## config.mk

```make
export PLATFORM = sky130hd
export DESIGN_NAME = detection_box_decode_filter
export DESIGN_NICKNAME = d
export VERILOG_FILES = /design/src/hdl/dbdf_pkg.sv /design/src/hdl/detection_box_decode_filter.sv
export SDC_FILE = /design/constraint.sdc
export NUM_CORES = 1
export LEC_CHECK = 0
export ABC_AREA = 1
export BUFFER_PORTS_ARGS = -buffer_cell sky130_fd_sc_hd__clkbuf_2
export CAP_MARGIN = 25
export CORE_MARGIN = 2
export CORE_UTILIZATION = 45
export CTS_BUF_LIST = sky130_fd_sc_hd__clkbuf_4 sky130_fd_sc_hd__clkbuf_8 sky130_fd_sc_hd__clkbuf_16
export DETAILED_ROUTE_END_ITERATION = 16
export HOLD_SLACK_MARGIN = 0.06
export PLACE_DENSITY_LB_ADDON = 0.15
export SLEW_MARGIN = 0
export SYNTH_ARGS = -nofsm -noshare
export SYNTH_HDL_FRONTEND = slang
export SYNTH_SLANG_ARGS = --single-unit
```

## constraint.sdc

```tcl
create_clock -name i_clk -period 13.2 [get_ports i_clk]
set_input_delay 2.64 -clock i_clk [delete_from_list [all_inputs] [get_ports i_clk]]
set_output_delay 2.64 -clock i_clk [all_outputs]
set_load 0.01 [all_outputs]
```

## src/hdl/dbdf_pkg.sv

```systemverilog
// Package for the detection box decode filter: types, constants and the box axis function.
package dbdf_pkg;

    localparam int SCORE_W     = 16;
    localparam int COORD_W     = 16;
    localparam int PAD_W       = 12;
    localparam int FRAME_W     = 13;
    localparam int PIX_W       = 12;
    localparam int NUM_CLASSES = 4;
    localparam int CLASS_W     = 2;
    localparam int CFG_IDX_W   = 3;
    localparam int CFG_DATA_W  = 16;

    localparam logic [FRAME_W-1:0] FRAME_MAX = 13'd4096;

    localparam logic [SCORE_W-1:0] RST_THRESHOLD = 16'd16384;
    localparam logic [PAD_W-1:0]   RST_PAD       = 12'd0;
    localparam logic [FRAME_W-1:0] RST_FRAME     = 13'd640;

    typedef enum logic [CFG_IDX_W-1:0] {
        CFG_SCORE_THRESHOLD = 3'd0,
        CFG_PAD_LEFT        = 3'd1,
        CFG_PAD_TOP         = 3'd2,
        CFG_FRAME_WIDTH     = 3'd3,
        CFG_FRAME_HEIGHT    = 3'd4
    } t_cfg_idx;

    typedef logic [SCORE_W-1:0] t_scores [NUM_CLASSES];

    typedef struct packed {
        logic             ok;
        logic [PIX_W-1:0] lo;
        logic [PIX_W-1:0] span;
        logic [PIX_W-1:0] mid;
    } t_axis;

    // Corner pair along one axis, worked in Q.5 so that half the size is exact.
    function automatic t_axis box_axis(
        input logic        [COORD_W-1:0] centre,
        input logic        [COORD_W-1:0] size,
        input logic signed [PAD_W-1:0]   pad,
        input logic        [FRAME_W-1:0] frame
    );
        t_axis               res;
        logic signed [19:0]  c;
        logic signed [19:0]  lo_sum;
        logic signed [19:0]  hi_sum;
        logic        [13:0]  a;
        logic        [FRAME_W-1:0] frame_c;
        logic signed [14:0]  bound;
        logic signed [14:0]  hi_q;
        logic signed [14:0]  a_s;
        logic signed [14:0]  bmin;
        logic signed [14:0]  span;
        c       = $signed({3'b000, centre, 1'b0}) - $signed({{3{pad[PAD_W-1]}}, pad, 5'b00000});
        lo_sum  = c - $signed({4'b0000, size});
        hi_sum  = c + $signed({4'b0000, size});
        // negative low corner truncates toward zero and clamps to zero
        a       = lo_sum[19] ? 14'd0 : lo_sum[18:5];
        frame_c = (frame > FRAME_MAX) ? FRAME_MAX : frame;
        bound   = $signed({2'b00, frame_c}) - 15'sd1;
        hi_q    = $signed({1'b0, hi_sum[18:5]});
        a_s     = $signed({1'b0, a});
        bmin    = (hi_q > bound) ? bound : hi_q;
        span    = bmin - a_s;
        // negative high corner is never above the clamped low corner
        res.ok   = !hi_sum[19] && (bmin > a_s);
        res.lo   = a[PIX_W-1:0];
        res.span = span[PIX_W-1:0];
        res.mid  = a[PIX_W-1:0] + {1'b0, span[PIX_W-1:1]};
        return res;
    endfunction

endpackage

```

## src/hdl/detection_box_decode_filter.sv

```systemverilog
// Detection box decode and threshold filter, top level.
//
// Usage:
//   Input channel (i_valid/o_ready) carries one raw detection per item: centre,
//   size (Q12.4), objectness and four class scores (Q0.16).
//   Output channel (o_valid/i_ready) carries one result item per input item:
//   keep flag, class, confidence, clamped corner, span and mid point. When keep
//   is low every other result field is zero.
//   Configuration is a write port (i_cfg_we, i_cfg_index, i_cfg_data); write it
//   only while no item is in flight.
// Pipeline: an accepted input item passes the input register, then the result
//   register, which drives the outputs; a low i_ready can hold it between the
//   two. Throughput: one item per cycle while i_ready is high, since each
//   register advances whenever the one after it moves on.
// Reset: synchronous, active low; pipeline empties and the registers return
//   to threshold 0.25, zero padding and a 640x640 frame.
// Stall: when i_ready is low a valid result register holds; the input register
//   still takes an item while it is empty, then o_ready drops.
module detection_box_decode_filter (
    input  logic        i_clk,
    input  logic        i_rst_n,
    input  logic        i_cfg_we,
    input  logic [2:0]  i_cfg_index,
    input  logic [15:0] i_cfg_data,
    input  logic        i_valid,
    output logic        o_ready,
    input  logic [15:0] i_centre_x,
    input  logic [15:0] i_centre_y,
    input  logic [15:0] i_box_w,
    input  logic [15:0] i_box_h,
    input  logic [15:0] i_objectness,
    input  logic [15:0] i_class_score0,
    input  logic [15:0] i_class_score1,
    input  logic [15:0] i_class_score2,
    input  logic [15:0] i_class_score3,
    output logic        o_valid,
    input  logic        i_ready,
    output logic        o_keep,
    output logic [1:0]  o_class_index,
    output logic [15:0] o_confidence,
    output logic [11:0] o_left_x,
    output logic [11:0] o_top_y,
    output logic [11:0] o_span_w,
    output logic [11:0] o_span_h,
    output logic [11:0] o_mid_x,
    output logic [11:0] o_mid_y
);
    import dbdf_pkg::*;

    logic [SCORE_W-1:0]      r_threshold;
    logic signed [PAD_W-1:0] r_pad_left;
    logic signed [PAD_W-1:0] r_pad_top;
    logic [FRAME_W-1:0]      r_frame_w;
    logic [FRAME_W-1:0]      r_frame_h;

    logic               r_s1_valid;
    logic [COORD_W-1:0] r_cx, r_cy, r_bw, r_bh;
    logic [SCORE_W-1:0] r_obj;
    t_scores            r_cls;

    logic               r_out_valid;
    logic               r_keep;
    logic [CLASS_W-1:0] r_class;
    logic [SCORE_W-1:0] r_conf;
    logic [PIX_W-1:0]   r_left, r_top, r_span_w, r_span_h, r_mid_x, r_mid_y;

    logic               out_adv;
    logic               in_acc;
    logic [SCORE_W-1:0] best;
    logic [CLASS_W-1:0] best_idx;
    logic [31:0]        prod;
    logic [SCORE_W-1:0] conf;
    t_axis              ax_x, ax_y;
    logic               n_keep;

    // configuration registers
    always_ff @(posedge i_clk) begin
        if (!i_rst_n) begin
            r_threshold <= RST_THRESHOLD;
            r_pad_left  <= RST_PAD;
            r_pad_top   <= RST_PAD;
            r_frame_w   <= RST_FRAME;
            r_frame_h   <= RST_FRAME;
        end else if (i_cfg_we) begin
            case (t_cfg_idx'(i_cfg_index))
                CFG_SCORE_THRESHOLD: r_threshold <= i_cfg_data;
                CFG_PAD_LEFT:        r_pad_left  <= i_cfg_data[PAD_W-1:0];
                CFG_PAD_TOP:         r_pad_top   <= i_cfg_data[PAD_W-1:0];
                CFG_FRAME_WIDTH:     r_frame_w   <= i_cfg_data[FRAME_W-1:0];
                CFG_FRAME_HEIGHT:    r_frame_h   <= i_cfg_data[FRAME_W-1:0];
                default: ;
            endcase
        end
    end

    assign out_adv = !r_out_valid || i_ready;
    assign o_ready = !r_s1_valid || out_adv;
    assign in_acc  = i_valid && o_ready;

    // input register
    always_ff @(posedge i_clk) begin
        if (!i_rst_n) begin
            r_s1_valid <= 1'b0;
        end else if (o_ready) begin
            r_s1_valid <= i_valid;
        end
    end

    always_ff @(posedge i_clk) begin
        if (in_acc) begin
            r_cx     <= i_centre_x;
            r_cy     <= i_centre_y;
            r_bw     <= i_box_w;
            r_bh     <= i_box_h;
            r_obj    <= i_objectness;
            r_cls[0] <= i_class_score0;
            r_cls[1] <= i_class_score1;
            r_cls[2] <= i_class_score2;
            r_cls[3] <= i_class_score3;
        end
    end

    // first highest class score
    always_comb begin
        best     = r_cls[0];
        best_idx = '0;
        for (int i = 1; i < NUM_CLASSES; i++) begin
            if (r_cls[i] > best) begin
                best     = r_cls[i];
                best_idx = CLASS_W'(i);
            end
        end
    end

    assign prod = {16'b0, r_obj} * {16'b0, best};
    assign conf = prod[31:16];
    assign ax_x = box_axis(r_cx, r_bw, r_pad_left, r_frame_w);
    assign ax_y = box_axis(r_cy, r_bh, r_pad_top, r_frame_h);
    assign n_keep = (r_obj >= r_threshold) && (conf >= r_threshold) && ax_x.ok && ax_y.ok;

    // result register
    always_ff @(posedge i_clk) begin
        if (!i_rst_n) begin
            r_out_valid <= 1'b0;
        end else if (out_adv) begin
            r_out_valid <= r_s1_valid;
        end
    end

    always_ff @(posedge i_clk) begin
        if (out_adv && r_s1_valid) begin
            r_keep   <= n_keep;
            r_class  <= n_keep ? best_idx  : '0;
            r_conf   <= n_keep ? conf      : '0;
            r_left   <= n_keep ? ax_x.lo   : '0;
            r_top    <= n_keep ? ax_y.lo   : '0;
            r_span_w <= n_keep ? ax_x.span : '0;
            r_span_h <= n_keep ? ax_y.span : '0;
            r_mid_x  <= n_keep ? ax_x.mid  : '0;
            r_mid_y  <= n_keep ? ax_y.mid  : '0;
        end
    end

    assign o_valid       = r_out_valid;
    assign o_keep        = r_keep;
    assign o_class_index = r_class;
    assign o_confidence  = r_conf;
    assign o_left_x      = r_left;
    assign o_top_y       = r_top;
    assign o_span_w      = r_span_w;
    assign o_span_h      = r_span_h;
    assign o_mid_x       = r_mid_x;
    assign o_mid_y       = r_mid_y;

endmodule

```

# Word-level counts from Yosys, hierarchy flattened
# Memories as Yosys holds them, arrays and structs flattened.
# Index checks and enable logic that the tools add are counted.
classes:
  order_cmp: 11
  n_eq_ne: 4
  multipliers: 1
  reduce_logical: 19
  mux: 14
  n_addsub: 12
ops:
  columns: ["operator", "count"]
  rows:
  - ["$gt 16x16->1", 3]
  - ["$mux 16", 3]
  - ["$add 19x17->20", 2]
  - ["$sub 19x17->20", 2]
  - ["$sub 18x17->19", 2]
  - ["$ge 16x16->1", 2]
  - ["$mul 16x16->32", 1]
  - ["$gt 15x14->1", 2]
  - ["$gt 15x15->1", 2]
  - ["$mux 15", 2]
  - ["$mux 14", 2]
  - ["$sub 13x1->14 const B", 2]
  - ["$gt 13x13->1 const B", 2]
  - ["$mux 13", 2]
  - ["$add 12x11->12", 2]
  - ["$sub 12x12->12", 2]
  - ["$reduce_and 2->1", 5]
  - ["$logic_and 1x1->1", 7]
  - ["$eq 3x2->1 const B", 2]
  - ["$logic_not 1->1", 4]
  - ["$mux 2", 2]
  - ["$eq 3x1->1 const B", 1]
  - ["$eq 3x3->1 const B", 1]
  - ["$logic_not 3->1", 1]
  - ["other kinds (2)", 5]
totals:
  out_inout_bits: 93
  ram_bits: 64
  memories: 1
  ff_bits: 239
memory_table:
  columns: ["name", "words", "width", "rd", "rd_ports_with_merged_regs", "write_ports", "line_no", "rtl"]
  rows:
  - ["r_cls", 4, 16, 4, 0, 4, "detection_box_decode_filter.sv:59", "t_scores r_cls;"]

# Depth between registers and ports, before layout
# Gate-level depths: netlist (run 1).
# An unclocked memory read counts as a cell.
logic_depth:
  ltp_word: 12
  ltp_mapped: 79
  depth_no_buf: 75

# Worst setup path after synthesis (run 1)
# No wires, ideal clock.
synth_path:
  path_type: "register to register"
  start: "mem r_cls[1][11] (netlist bit)"
  end: "reg r_conf[2], in the netlist o_confidence[2] (data pin)"
  path_buffers: 6
  synth_period_minus_slack_ns: 10.981
  arrival_ns: 10.843
  path_stages_with_launch: 68
  slack_ns: 2.219
  cell_sequence: "edfxtp_1 ha_1 nand2_1 inv_1 nand3_1 nor3_1 nand3_1 nand2_1 buf_2 buf_2 nand2_1 o21ai_0 ha_1 a21oi_1 o21a_1 nand2_1 nand2_1 nand2_1 [... 32 more ...] a2111oi_0 nand3_1 nand2_1 inv_1 ha_1 nand2_1 inv_1 nand3_1 nor3_1 nand2_1 nand3_1 nand2_1 nor2_1 o21ai_0 nor2_1 nand3_2 buf_4 nor2_1"
synth_lines:
  columns: ["item", "line_no", "rtl"]
  rows:
  - ["from (decl)", "detection_box_decode_filter.sv:59", null]
  - ["to (signal assigned)", "detection_box_decode_filter.sv:154", "r_conf <= n_keep ? conf : '0;"]
  - ["to (decl)", "detection_box_decode_filter.sv:64", "logic [SCORE_W-1:0] r_conf;"]

==> results.toml, run 1 <==
[outcome]
outcome = "complete, no violations"

[critical_path]
cp_max_fo = 42
required_ns = 13.60
end_kind = "flop"
critical_path_class = "flop to flop"
crit_arrival_ns = 12.62
crit_top_cell = "nand2_1"
crit_buf_inv = 13
start_kind = "flop"
critPathTopFamily = "adder cells"
critPathMaxStageDelay_ns = 0.55
slowest_stage = "fa_1"

[detailed_routing]
wl_mm = 78.3
vias_per_cell = 5.08
dr.first_iter.drc_count = 1614
wire_per_inst_um = 17.9
drtPass1Iterations = 5
antenna_left = 0
vias = 22222
drc = 0

[synth]
synth_xor_area_share_pct = 4.35
synth_edf_count = 235
synth_mux_area_share_pct = 0.0359
synth-compound-area-share_pct = 10.4
netlist_instances = 3291
yosys.area_share.simple_pct = 15.4
yosysSeqAreaShare_pct = 30.2
avgSynthCellArea_um2 = 8.48
syn-cell-area_um2 = 27900
ys.flop_type = "edfxtp_1"
postSynth.asyncResetShare_pct = 0
ys_ff_latch = 303
synth_cell_types = 60
synth_adder_area_share_pct = 29.9
yosysWarnings = 0
synth_top_family_by_area = "adder cells"

[sta]
finalSetupTns_ns = 0
finalClockSkew_ns = 0.0247
hold_viol_final = 0
finalCritPeriodShare_pct = 92.6
rsz0062_at_grt = "no"
worst_pin_slew_ns = 0.953
setup_viol = 0
slew_viol_final = 0
fin_crit_ns = 12.23
max_freq_mhz = 81.8
finalWorstSetupSlack_ns = 0.975
slew_headroom_pct = 36.5

[layout]
fin_nets = 4273
final_layout_size_suffix_gt1_share_pct = 11.4
final_area_um2 = 31500
area_growth_pct = 12.8
final_util_pct = 51.2

[place]
dp_hpwl_mm = 63.0
pre_cts_ws_ns = 0.307
gp_congestion = 0.942
dpl_cell_area_um2 = 30100
portBuffers = 260

[floorplanning]
core.rowCount = 91
dieArea_um2 = 64000
start_util_pct = 45.4
die_h_um = 253
die_w_um = 253
core_um2 = 61500
pin_count = 261

[clock_network]
clkSlewWorstSetupHoldPaths_ns = 0.06
cts_setup_buffers = 0
root_buffer = "clkbuf_16"
htree_levels = 2
cts_buffers = 38
cts_resized = 0
hold_buffers = 0
cts.sinks = 303
clk_path_buf_depth = 3
clk_latency_ns = 0.57
tritoncts = "done"

[global_route]
grt_pass1_vias = 22018
grt_overflow = 0
grt_pass1_wl_mm = 121
antenna_found_initial = 5
grt_use_total_pct = 24.7
grt_start_max_net_pins = 100

[job]
drv_cap = 0

[min_path]
hp-class = "flop to flop"
path summary, 6_finish.rpt:
kind,depth (start not counted),from,slack (ns),to
hold / removal,2,r_pad_left[6]$_SDFFE_PN0P_,0.46,r_pad_left[6]$_SDFFE_PN0P_
hold reg to reg,2,r_pad_left[6]$_SDFFE_PN0P_,0.46,r_pad_left[6]$_SDFFE_PN0P_
setup reg to reg,66,r_cls[1][11]$_DFFE_PP_,0.97,o_confidence[10]$_SDFFCE_PN0P_
setup / recovery,66,r_cls[1][11]$_DFFE_PP_,0.97,o_confidence[10]$_SDFFCE_PN0P_
worst register-to-register path: cells and delay by family (launching register included):
family | cells | cell delay (ns)
flip-flops | 1 | 0.39
adder cells (fa/ha/maj) | 11 | 4.67
AND/OR/NAND/NOR | 33 | 3.63
AO/OA/AOI/OAI | 9 | 1.63
buffers and inverters | 13 | 1.74
per-layer routing:
| layer | global-route usage, % | part of all wire, % | vias up |
|---|---|---|---|
| met3 | 4.84 | 6.7 | 128 |
| li1 | - | - | 11095 |
| met4 | 5.65 | 2.2 | 6 |
| met1 | 33.5 | 45 | 10366 |
| met2 | 40.6 | 46 | 627 |
| met5 | 0 | 0.054 | - |
final cells by class:
| class | count | area [µm²] |
|---|---|---|
| clock buffers | 47 | 1040 |
| well taps | 790 | 988 |
| multi-input cells | 2277 | 16800 |
| repair buffers | 289 | 1550 |
| clock inverters | 22 | 245 |
| diodes | 2 | 5.00 |
| inverters | 648 | 2450 |
| flip-flops and latches | 303 | 8420 |
| fillers | 5960 | 30000 |
placed cells by master, fill, tap and decap left out, drive strengths merged, types with 4 or more instances in the layout:
cell type,count
or2,8
a31oi,13
a21o,10
clkbuf,308
buf,28
o211ai,4
clkinvlp,5
fa,199
xor2,99
nor3,32
ha,349
o31ai,11
clkinv,20
nand2,541
nor4,6
inv,642
a21oi,242
edfxtp,235
nor2,373
o21ai,197
nand3,79
nand4,19
xnor2,37
dfxtp,68
o21a,10
a211oi,7
o21bai,11
a21boi,7
cells in the mapped netlist (7+ instances only):
cell type,instances,area (µm²)
xnor2_1,36,315
a21oi_1,238,1190
ha_1,349,4370
o21a_1,10,75.1
edfxtp_1,235,7060
clkinv_1,8,30.0
xor2_1,97,850
buf_1,10,37.5
o31ai_1,11,82.6
nor3_1,29,145
inv_2,11,41.3
nand4_1,19,119
clkbuf_1,35,131
o21bai_1,11,82.6
a211oi_1,7,52.6
or2_2,7,43.8
o21ai_1,30,150
a31oi_1,11,68.8
buf_2,7,35.0
dfxtp_1,68,1360
o21ai_0,160,801
a21o_1,10,75.1
fa_1,199,3980
nand3_1,78,390
nor2_1,371,1390
o21ai_2,7,61.3
buf_4,9,67.6
inv_1,629,2360
nand2_1,537,2020
logic make-up after synthesis:
family,count (synthesis)
other cells,1
fa+ha+maj,548
mux,1
buf+inv,712
flops,303
compound gates,523
simple gates,1067
xor+xnor,136
state kept, by name, indices dropped and copies added, names as in the netlist, 12 cells and up:
| register | cells |
|---|---|
| o_confidence | 16 |
| r_bh | 16 |
| r_pad_top | 12 |
| r_pad_left | 12 |
| r_frame_h | 13 |
| r_cls | 64 |
| o_span_w | 12 |
| o_left_x | 12 |
| r_cx | 16 |
| o_mid_x | 12 |
| r_threshold | 16 |
| r_bw | 16 |
| r_obj | 16 |
| r_cy | 16 |
| r_frame_w | 13 |
| o_top_y | 12 |
| o_mid_y | 12 |
| o_span_h | 12 |
metrics by stage:
stage	std cells	hold WS, ns
floorplan	3292	0.434
global placement	4304	0.451
detailed placement	4304	0.454
CTS	4373	0.462
global route	4376	0.477
finish	4378	0.458
Power of run 1 is not shown: default switching activity piles up to over one toggle a cycle in this logic, so the estimate is an artifact.
==> run 2, diff against run 1 <==
Settings changed: CORE_ASPECT_RATIO from default to 1.1.
==> run 2 against run 1 <==
  * Cell count rose by 0.46%
  * Critical path type unchanged
  * Non-clock buffer count decreased by 5
  * Worst setup slack improved by 0.11 ns
  * Via count shrank 0.54%
  * Highest routed layer unchanged
  * Routed wire length down 2.1%
==> results.toml, run 2 (same netlist as run 1, synthesis figures left out) <==
[critical_path]
end_kind = "flop"
start_kind = "flop"
crit_arrival_ns = 12.40
crit_buf_inv = 11
cp_max_fo = 91
crit_top_cell = "nand2_1"
critPathMaxStageDelay_ns = 0.55
critical_path_class = "flop to flop"
critPathTopFamily = "adder cells"
required_ns = 13.49
slowest_stage = "fa_1"
r2r_slack_ns = 1.09

[clock_network]
cts.sinks = 303
root_buffer = "clkbuf_16"
clk_path_buf_depth = 3
tritoncts = "done"
cts_buffers = 34
htree_levels = 2
hold_buffers = 0
clk_latency_ns = 0.57
clkSlewWorstSetupHoldPaths_ns = 0.06

[min_path]
hp-class = "flop to flop"

[layout]
final_layout_size_suffix_gt1_share_pct = 11.2
instances_no_fill = 4398
largest_register = "r_cls"
largest_register_ffs = 64
fin_nets = 4264
final_area_um2 = 31300
antenna_cells = 0
fill_cells = 5932
area_growth_pct = 12.3
final_common_cell = "inv_1"
final_cell_mix = "626 x inv_1, 534 x nand2_1, 371 x nor2_1"

[place]
portBuffers = 260
gp_congestion = 0.912
dpl_cell_area_um2 = 30200
dp.cells = 4333
pre_cts_ws_ns = 0.354
dp_hpwl_mm = 62.9

[global_route]
antenna_found_initial = 2
grt_start_max_net_pins = 92
grt_overflow = 0
grt_pass1_vias = 22250
grt_pass1_wl_mm = 119
grt_use_total_pct = 24.2

[sta]
worst_pin_slew_ns = 0.923
fin_crit_ns = 12.11
finalSetupTns_ns = 0
finalWorstSetupSlack_ns = 1.09
setup_viol = 0
slew_headroom_pct = 38.5
finalClockSkew_ns = 0.0215
slew_viol_final = 0
finalCritPeriodShare_pct = 91.8
max_freq_mhz = 82.6
hold_viol_final = 0

[job]
drv_cap = 0

[detailed_routing]
dr.first_iter.drc_count = 1302
wire_per_inst_um = 17.4
drc = 0
vias = 22103
vias_per_cell = 5.03
antenna_left = 0
wl_mm = 76.7
drtPass1Iterations = 7

[floorplanning]
core_um2 = 61200
core.rowCount = 95
dieArea_um2 = 64000
die_w_um = 241
start_util_pct = 45.6
die_h_um = 265
pin_count = 261

[outcome]
outcome = "complete, no violations"
[run 2: cell count changes in the layout (fill, tap and decap cells not counted), moves of 2 or more]
cell        change
clkinvlp_4      -2
clkbuf_8        -3
clkinv_1        +2
clkinv_4        -3
diode_2         -2
o21ai_1         -6
inv_6           +2
buf_4           -6
clkbuf_16       -4
o21ai_0         +6
inv_2           +2
buf_12          +3
[run 2: worst paths after layout]
| check | to | startpoint | cells past startpoint |
|---|---|---|---|
| max | o_mid_y[5]$_SDFFCE_PN0P_ | r_cls[1][7]$_DFFE_PP_ | 62 |
| min | r_pad_left[9]$_SDFFE_PN0P_ | r_pad_left[9]$_SDFFE_PN0P_ | 2 |
| max reg2reg | o_mid_y[5]$_SDFFCE_PN0P_ | r_cls[1][7]$_DFFE_PP_ | 62 |
| min reg2reg | r_pad_left[9]$_SDFFE_PN0P_ | r_pad_left[9]$_SDFFE_PN0P_ | 2 |
[run 2: per-stage QoR]
stage / hold WS (ns) / utilization (%)
floorplan: 0.434 / -
global placement: 0.449 / 49.2
detailed placement: 0.457 / 49.3
CTS: 0.467 / 51.1
global route: 0.474 / 51.2
finish: 0.463 / 51.2
[run 2: tightest hold or removal path: stages (launching register included)]
cell and delay, ns:
dfxtp_1 0.29, inv_1 0.07, a21oi_1 0.06
[run 2: per-layer routing]
metal / part of all wire, % / global-route usage, % / vias to the layer above
li1: - / - / 11072
met1: 40 / 28.6 / 10286
met2: 50 / 43.7 / 568
met3: 5.2 / 3.75 / 173
met4: 4.1 / 9.41 / 4
met5: 0.040 / 0 / -
[run 2: cell type report]
class                   count  area, µm²  share of cell area (%)
well taps                 824       1030                    3.29
inverters                 648       2440                    7.79
clock inverters            22        213                   0.679
repair buffers            284       1520                    4.86
flip-flops and latches    303       8420                    26.9
multi-input cells        2277      16800                    53.7
clock buffers              40        902                    2.88
[run 2: what timing repair did]
action	4_1_cts	5_1_grt
hold endpoints to repair	0	0
setup buffers	0	2
setup endpoints to repair	0	91
gates resized for setup	0	15
Power of run 2 is left out for the same reason.
